[config.mk]
export PLATFORM = sky130hd
export DESIGN_NAME = deadline_monotonic_ready_queue_core_flat
export DESIGN_NICKNAME = d
export VERILOG_FILES = /design/src/rtl/core/dmrq_pkg.sv /design/src/rtl/core/dmrq_if.sv /design/src/rtl/core/deadline_monotonic_ready_queue_core.sv /design/src/flat_wrapper.sv
export SDC_FILE = /design/constraint.sdc
export NUM_CORES = 1
export LEC_CHECK = 0
export BUFFER_PORTS_ARGS = -buffer_cell sky130_fd_sc_hd__buf_4
export CORE_AREA = 2 2 213 215
export DETAILED_ROUTE_END_ITERATION = 7
export DIE_AREA = 0 0 215 217
export GPL_ROUTABILITY_DRIVEN = 0
export PLACE_DENSITY_LB_ADDON = 0.3
export SYNTH_ARGS = -nofsm -noshare
export SYNTH_HDL_FRONTEND = slang
export SYNTH_SLANG_ARGS = --single-unit
[constraint.sdc]
create_clock -name clk_i -period 4.5 [get_ports clk_i]
set_clock_uncertainty 0.05 [all_clocks]
set_input_delay 0.675 -clock clk_i [delete_from_list [all_inputs] [get_ports clk_i]]
set_output_delay 0.675 -clock clk_i [all_outputs]
set_load 0.01 [all_outputs]
[src/rtl/core/dmrq_pkg.sv]
// Shared constants and types for the deadline-monotonic ready queue.
// No dependencies; used by the interfaces, the core and the checker.
`timescale 1ns / 1ps

package dmrq_pkg;

  // Queue geometry
  localparam int unsigned QueueDepth = 16;
  localparam int unsigned IdxW       = (QueueDepth > 1) ? $clog2(QueueDepth) : 1;
  localparam int unsigned CntW       = $clog2(QueueDepth + 1);

  // Field widths
  localparam int unsigned JobW   = 8;
  localparam int unsigned DlW    = 16;
  localparam int unsigned CountW = 5;

  // Request codes
  localparam logic REQ_ADD    = 1'b0;
  localparam logic REQ_REMOVE = 1'b1;

  typedef logic [IdxW-1:0] idx_t;
  typedef logic [CntW-1:0] cnt_t;

  // One stored job
  typedef struct packed {
    logic [JobW-1:0] job;
    logic [DlW-1:0]  deadline;
  } entry_t;

endpackage

[src/rtl/core/dmrq_if.sv]
// Handshake interfaces for the request and response channels.
// Depends on dmrq_pkg for field widths.
`timescale 1ns / 1ps

interface dmrq_req_if;
  logic                       valid;
  logic                       ready;
  logic                       req_type;
  logic [dmrq_pkg::JobW-1:0]  job_id;
  logic [dmrq_pkg::DlW-1:0]   rel_deadline;

  modport source (output valid, output req_type, output job_id, output rel_deadline,
                  input ready);
  modport sink   (input valid, input req_type, input job_id, input rel_deadline,
                  output ready);
endinterface

interface dmrq_rsp_if;
  logic                        valid;
  logic                        ready;
  logic                        head_valid;
  logic [dmrq_pkg::JobW-1:0]   head_job_id;
  logic [dmrq_pkg::CountW-1:0] job_count;
  logic                        error;

  modport source (output valid, output head_valid, output head_job_id, output job_count,
                  output error, input ready);
  modport sink   (input valid, input head_valid, input head_job_id, input job_count,
                  input error, output ready);
endinterface

[src/rtl/core/deadline_monotonic_ready_queue_core.sv]
// Deadline-monotonic ready queue: add/remove jobs, report earliest-deadline head.
// Depends on dmrq_pkg and the interfaces in dmrq_if.sv.
`timescale 1ns / 1ps
//
//  channel | dir | word
//  --------+-----+--------------------------------------------------
//  req_i   | in  | req_type, job_id, rel_deadline
//  rsp_o   | out | head_valid, head_job_id, job_count, error
//
//  An item is scanned with one read per slot through the single
//  read port of the entry memory, plus setup and finish.
//  Reset clears the valid bits and the job count; the entry memory needs no clear.
//  A result waits in the output register; the next word is taken meanwhile, and
//  its finish step stalls until the earlier result has been taken.

module deadline_monotonic_ready_queue_core (
  input  logic        clk_i,
  input  logic        rst_ni,
  dmrq_req_if.sink    req_i,
  dmrq_rsp_if.source  rsp_o
);

  typedef enum logic [1:0] {StIdle, StScan, StLast, StFinish} state_e;

  localparam dmrq_pkg::idx_t IdxLast = dmrq_pkg::idx_t'(dmrq_pkg::QueueDepth - 1);

  state_e                          state_q;
  logic [dmrq_pkg::QueueDepth-1:0] valid_q;
  dmrq_pkg::cnt_t                  count_q;

  // entry store and its registered read port
  dmrq_pkg::entry_t mem [dmrq_pkg::QueueDepth];
  dmrq_pkg::entry_t rd_data_q;
  dmrq_pkg::idx_t   rd_idx_q;
  logic             cmp_vld_q;
  dmrq_pkg::idx_t   cmp_idx_q;

  // current item
  logic                      op_rem_q;
  logic [dmrq_pkg::JobW-1:0] job_q;
  logic                      add_ok_q;
  dmrq_pkg::idx_t            add_slot_q;
  logic                      found_q;
  dmrq_pkg::idx_t            found_idx_q;

  // running head
  logic                      best_vld_q;
  logic [dmrq_pkg::DlW-1:0]  best_dl_q;
  logic [dmrq_pkg::JobW-1:0] best_id_q;

  // result register
  logic                        rsp_vld_q;
  logic                        rsp_head_vld_q;
  logic [dmrq_pkg::JobW-1:0]   rsp_head_id_q;
  logic [dmrq_pkg::CountW-1:0] rsp_count_q;
  logic                        rsp_err_q;

  logic           accept;
  logic           free_any;
  dmrq_pkg::idx_t free_idx;
  logic           add_ok;
  logic           hit;
  logic           match;
  logic           better;
  logic           finish;
  dmrq_pkg::cnt_t count_nxt;
  logic [dmrq_pkg::QueueDepth-1:0] valid_nxt;

  assign req_i.ready = (state_q == StIdle);
  assign accept      = req_i.valid && req_i.ready;

  // lowest free slot
  always_comb begin
    free_any = 1'b0;
    free_idx = '0;
    for (int i = dmrq_pkg::QueueDepth - 1; i >= 0; i--) begin
      if (!valid_q[i]) begin
        free_any = 1'b1;
        free_idx = dmrq_pkg::idx_t'(i);
      end
    end
  end

  assign add_ok = (req_i.req_type == dmrq_pkg::REQ_ADD) && free_any;

  // memory: write the new entry at accept, read one slot per scan cycle
  always_ff @(posedge clk_i) begin
    if (accept && add_ok) begin
      mem[free_idx] <= '{job: req_i.job_id, deadline: req_i.rel_deadline};
    end
    rd_data_q <= mem[rd_idx_q];
  end

  // compare stage: first matching slot is the one removed, the rest feed the head
  assign hit    = cmp_vld_q && valid_q[cmp_idx_q];
  assign match  = hit && op_rem_q && !found_q && (rd_data_q.job == job_q);
  assign better = hit && !match &&
                  (!best_vld_q || (rd_data_q.deadline < best_dl_q) ||
                   ((rd_data_q.deadline == best_dl_q) && (rd_data_q.job < best_id_q)));

  assign finish = (state_q == StFinish) && (!rsp_vld_q || rsp_o.ready);

  // state update at finish
  always_comb begin
    valid_nxt = valid_q;
    count_nxt = count_q;
    if (!op_rem_q && add_ok_q) begin
      valid_nxt[add_slot_q] = 1'b1;
      count_nxt             = count_q + 1'b1;
    end else if (op_rem_q && found_q) begin
      valid_nxt[found_idx_q] = 1'b0;
      count_nxt              = count_q - 1'b1;
    end
  end

  // sequencer, scan pipeline and result register
  always_ff @(posedge clk_i or negedge rst_ni) begin
    if (!rst_ni) begin
      state_q        <= StIdle;
      valid_q        <= '0;
      count_q        <= '0;
      rd_idx_q       <= '0;
      cmp_vld_q      <= 1'b0;
      cmp_idx_q      <= '0;
      op_rem_q       <= 1'b0;
      job_q          <= '0;
      add_ok_q       <= 1'b0;
      add_slot_q     <= '0;
      found_q        <= 1'b0;
      found_idx_q    <= '0;
      best_vld_q     <= 1'b0;
      best_dl_q      <= '0;
      best_id_q      <= '0;
      rsp_vld_q      <= 1'b0;
      rsp_head_vld_q <= 1'b0;
      rsp_head_id_q  <= '0;
      rsp_count_q    <= '0;
      rsp_err_q      <= 1'b0;
    end else begin
      cmp_vld_q <= (state_q == StScan);
      cmp_idx_q <= rd_idx_q;

      if (match) begin
        found_q     <= 1'b1;
        found_idx_q <= cmp_idx_q;
      end
      if (better) begin
        best_vld_q <= 1'b1;
        best_dl_q  <= rd_data_q.deadline;
        best_id_q  <= rd_data_q.job;
      end

      // result taken; a finish in the same cycle refills it below
      if (rsp_vld_q && rsp_o.ready && !finish) begin
        rsp_vld_q <= 1'b0;
      end

      case (state_q)
        StIdle: begin
          if (accept) begin
            op_rem_q   <= (req_i.req_type == dmrq_pkg::REQ_REMOVE);
            job_q      <= req_i.job_id;
            add_ok_q   <= add_ok;
            add_slot_q <= free_idx;
            found_q    <= 1'b0;
            best_vld_q <= add_ok;
            best_dl_q  <= req_i.rel_deadline;
            best_id_q  <= req_i.job_id;
            rd_idx_q   <= '0;
            state_q    <= StScan;
          end
        end
        StScan: begin
          rd_idx_q <= rd_idx_q + 1'b1;
          if (rd_idx_q == IdxLast) begin
            state_q <= StLast;
          end
        end
        StLast: begin
          state_q <= StFinish;
        end
        StFinish: begin
          if (finish) begin
            valid_q        <= valid_nxt;
            count_q        <= count_nxt;
            rsp_vld_q      <= 1'b1;
            rsp_head_vld_q <= best_vld_q;
            rsp_head_id_q  <= best_vld_q ? best_id_q : '0;
            rsp_count_q    <= dmrq_pkg::CountW'(count_nxt);
            rsp_err_q      <= op_rem_q ? !found_q : !add_ok_q;
            state_q        <= StIdle;
          end
        end
        default: begin
          state_q <= StIdle;
        end
      endcase
    end
  end

  assign rsp_o.valid       = rsp_vld_q;
  assign rsp_o.head_valid  = rsp_head_vld_q;
  assign rsp_o.head_job_id = rsp_head_id_q;
  assign rsp_o.job_count   = rsp_count_q;
  assign rsp_o.error       = rsp_err_q;

endmodule

[src/flat_wrapper.sv]
// flat-port wrapper written by rule: the top's interface ports become plain ports
module deadline_monotonic_ready_queue_core_flat 
  (clk_i, rst_ni, req_i_valid, req_i_req_type, req_i_job_id, req_i_rel_deadline, req_i_ready, rsp_o_valid, rsp_o_head_valid, rsp_o_head_job_id, rsp_o_job_count, rsp_o_error, rsp_o_ready);
  dmrq_req_if req_i_i ();
  dmrq_rsp_if rsp_o_i ();
  input  logic clk_i;
  input  logic rst_ni;
  input wire logic [$bits(req_i_i.valid)-1:0] req_i_valid;
  input wire logic [$bits(req_i_i.req_type)-1:0] req_i_req_type;
  input wire logic [$bits(req_i_i.job_id)-1:0] req_i_job_id;
  input wire logic [$bits(req_i_i.rel_deadline)-1:0] req_i_rel_deadline;
  output wire logic [$bits(req_i_i.ready)-1:0] req_i_ready;
  output wire logic [$bits(rsp_o_i.valid)-1:0] rsp_o_valid;
  output wire logic [$bits(rsp_o_i.head_valid)-1:0] rsp_o_head_valid;
  output wire logic [$bits(rsp_o_i.head_job_id)-1:0] rsp_o_head_job_id;
  output wire logic [$bits(rsp_o_i.job_count)-1:0] rsp_o_job_count;
  output wire logic [$bits(rsp_o_i.error)-1:0] rsp_o_error;
  input wire logic [$bits(rsp_o_i.ready)-1:0] rsp_o_ready;
  assign req_i_i.valid = req_i_valid;
  assign req_i_i.req_type = req_i_req_type;
  assign req_i_i.job_id = req_i_job_id;
  assign req_i_i.rel_deadline = req_i_rel_deadline;
  assign req_i_ready = req_i_i.ready;
  assign rsp_o_valid = rsp_o_i.valid;
  assign rsp_o_head_valid = rsp_o_i.head_valid;
  assign rsp_o_head_job_id = rsp_o_i.head_job_id;
  assign rsp_o_job_count = rsp_o_i.job_count;
  assign rsp_o_error = rsp_o_i.error;
  assign rsp_o_i.ready = rsp_o_ready;
  deadline_monotonic_ready_queue_core u_core (.clk_i(clk_i), .rst_ni(rst_ni), .req_i(req_i_i), .rsp_o(rsp_o_i));
endmodule
==> flow_summary.yaml <==
cells_and_area:
  drive_gt1_share_pct: 24.2
  fin_nets: 1222
  utilization_pct: 50.2
  layoutNonFillerInstCount: 1800
  syn_to_final_growth_pct: 13.7
  n_antenna_cell: 0
  fillers: 3638
  stdcell_area_mm2: 0.0225
logic_synthesis:
  ys_seq_elements: 495
  synth_ff_type: "edfxtp_1"
  synthCells: 1085
  synthDominantCellAreaShare_pct: 58.4
  synth_top_cell_by_area: "edfxtp_1"
  syn-mean-instance-area_um2: 18.2
  yosysMostFrequentCell: "edfxtp_1"
  synth_edf_count: 384
  synthMuxAreaShare_pct: 15.7
  syn_nets: 1146
  synth_fa_ha_area_share_pct: 2.06
  synthTopCellsByCount: "edfxtp_1 (384), mux4_2 (122), dfrtp_1 (87)"
  synth_cell_types: 52
  synth.area.top_cells: "edfxtp_1 (58%), mux4_2 (14%), dfrtp_1 (11%), dfxtp_1 (2.4%), ha_1 (2.0%)"
  synth_top_family_by_area: "multiplexers"
  yosysWarnings: 0
  syn_area_mm2: 0.0198
  ys_seq_area_share_pct: 71.8
  synth-compound-area-share_pct: 3.95
  async_flop_share_pct: 17.6
  synthSimpleGateAreaFrac_pct: 4.11
  synth_xor_area_share_pct: 0.576
drt:
  route.detailed.drc: 0
  num_vias: 10100
  drt_first_pass_iters: 5
  routed_wl_um: 41900
  final_antenna_net_count: 0
  wl_per_cell_um: 23.3
  drtIter0Drc: 1005
  drt-vias-per-instance: 5.61
power_and_ir_drop:
  p_clk_share_pct: 30.7
  switching_power_mw: 3.65
  irDropWorstVdd_mv: 0.358
  combPwrFrac_pct: 23.0
  switching_share_pct: 28.8
  seq_power_share_pct: 46.4
  power.total_mw: 12.7
  leakage_nw: 7.85
  p_int_mw: 9.04
  powerDensity_mw_per_mm2: 565
timing:
  fin_crit_ns: 2.96
  setup_viol: 0
  holdWs_ns: 0.112
  rsz0062_at_grt: "false"
  slew_viol_final: 0
  relSlewSlack_pct: 30.9
  finalCritPeriodShare_pct: 65.8
  fmax_ghz: 0.338
  tns_ns: 0
  tightestPinTransition_ns: 1.04
  setup_ws_ns: 1.54
  hold_viol_final: 0
critical_path:
  end_kind: "flip-flop"
  path_class: "reg2reg"
  start_kind: "flip-flop"
  rrSetupSlack_ns: 1.54
  max_stage_delay_ns: 0.80
  arrival_ns: 3.11
  crit_family: "simple AND/OR/NAND/NOR gates"
  slowest_stage: "nor2_4"
  reg2reg_from: "u_core.valid_q[15]"
  cp-startpoint: "u_core.valid_q[15]"
  cp_num_cells: 7
  r2r-end: "u_core.mem[7][4]"
  critPathBufInv: 0
  crit_fanout: 24
  crit_required_ns: 4.65
  cp-endpoint: "u_core.mem[7][4]"
  path_cells: "nand2_1 -> a31oi_1 -> o211ai_1 -> a31oi_1 -> nor2_1 -> o211ai_1 -> nor2_4"
  rr_worst_depth: 7
floorplanning:
  core_area_mm2: 0.0447
  die_height_um: 217
  die_x_um: 215
  dieArea_mm2: 0.0467
  pin_count: 46
  rows: 78
  start_util_pct: 44.2
grt:
  gr-total-overflow: 0
  grt_pass1_wl_um: 64100
  grt_max_degree: 69
  antenna_found_initial: 1
  grt_pass1_vias: 10100
  track_usage_pct: 18.5
clock_tree:
  cts_buffer_depth: 3
  post_cts_resized: 0
  cts_buffers: 50
  postCtsSetupBuffers: 0
  cts_root_buf: "clkbuf_16"
  hold_buffers: 0
  ctsHtreeMaxLevel: 2
  cts_tree: "yes"
  cts.sinks: 495
  clk_latency_ns: 0.60
  clk_transition_reported_paths_ns: 0.06
place:
  post-place-ws_ns: 1.61
  port_buffers: 45
  dp_cells: 1709
  dpl.hpwl_um: 25900
  placed_cell_area_mm2: 0.0209
worst_hold_path:
  min_path_type: "in2async"
status:
  status: "finished clean"
flow_run:
  maxCapViolCount: 0
cell usage in the layout, fill, tap and decap left out, types with 6 or more instances in the layout:
| master | instances |
|---|---|
| ha_1 | 31 |
| a31oi_1 | 16 |
| xor2_1 | 8 |
| edfxtp_1 | 384 |
| a21o_1 | 6 |
| clkbuf_1 | 10 |
| nand4_1 | 8 |
| nor3_2 | 8 |
| nand2_1 | 75 |
| dfrtp_1 | 84 |
| clkbuf_16 | 51 |
| clkinv_1 | 13 |
| nor2_1 | 37 |
| buf_4 | 66 |
| nor3_1 | 7 |
| dfxtp_1 | 24 |
| o21ai_0 | 24 |
| clkinv_2 | 8 |
| a21oi_1 | 54 |
| nor2b_1 | 6 |
| inv_1 | 37 |
| mux2i_1 | 29 |
| nor2_4 | 7 |
| nand3_1 | 8 |
| mux4_2 | 122 |
power by group through the flow:
stage	Clock (mW)	Combinational [mW]	Sequential (mW)
finish	3.89	2.91	5.88
global route	4.15	3.22	5.95
CTS	3.98	2.96	5.89
detailed placement	0	2.95	5.98
global placement	0	2.91	5.97
floorplan	0	2.28	5.69
how the worst min path moves through the flow:
stage	slack (ns)	to	from
floorplan	0.30	u_core.cmp_idx_q[3]	u_core.rd_idx_q[3]
global placement	0.40	u_core.add_ok_q	u_core.add_ok_q
CTS	0.12	u_core.count_q[1]	rst_ni
global route	0.17	u_core.count_q[2]	rst_ni
detailed placement	0.42	u_core.add_ok_q	u_core.add_ok_q
finish	0.11	u_core.count_q[2]	rst_ni
state kept, by name (all words and copies together), names as in the netlist, 2 cells and up:
signal,flops
u_core.best_id_q,8
u_core.mem,384
u_core.count_q,5
u_core.rsp_o.head_job_id,8
u_core.add_slot_q,4
u_core.rd_data_q,24
u_core.valid_q,16
u_core.state_q,2
u_core.cmp_idx_q,4
u_core.found_idx_q,4
u_core.job_q,8
u_core.rd_idx_q,4
u_core.best_dl_q,16
final cells by class:
| cell class | instances | area, um^2 | share of cell area [%] |
|---|---|---|---|
| Clock buffer | 62 | 1330 | 5.91 |
| Multi-Input combinational cell | 509 | 5310 | 23.6 |
| Timing Repair Buffer | 68 | 536 | 2.38 |
| Sequential cell | 495 | 14200 | 63.2 |
| Tap cell | 600 | 751 | 3.34 |
| Clock inverter | 29 | 198 | 0.880 |
| Inverter | 37 | 139 | 0.618 |
metal layers:
metal / vias to the layer above / share of wire [%] / track usage, %
met5: - / 0 / 0
met4: 0 / 2.5 / 6.28
met3: 60 / 5.8 / 2.89
met2: 325 / 47 / 29.0
met1: 5283 / 45 / 26.6
li1: 4436 / - / -
worst register-to-register path, cell delays in order, from the launching register on:
cell and delay [ns]:
dfrtp_1 0.42, nand2_1 0.09, a31oi_1 0.09, o211ai_1 0.25, a31oi_1 0.17, nor2_1 0.31
o211ai_1 0.35, nor2_4 0.80
kinds of logic after synthesis:
group,after synthesis
simple gates,179
flops,495
buf+inv,81
mux,156
compound gates,129
fa+ha+maj,32
xor+xnor,13
(Power assumes the default switching activity.)
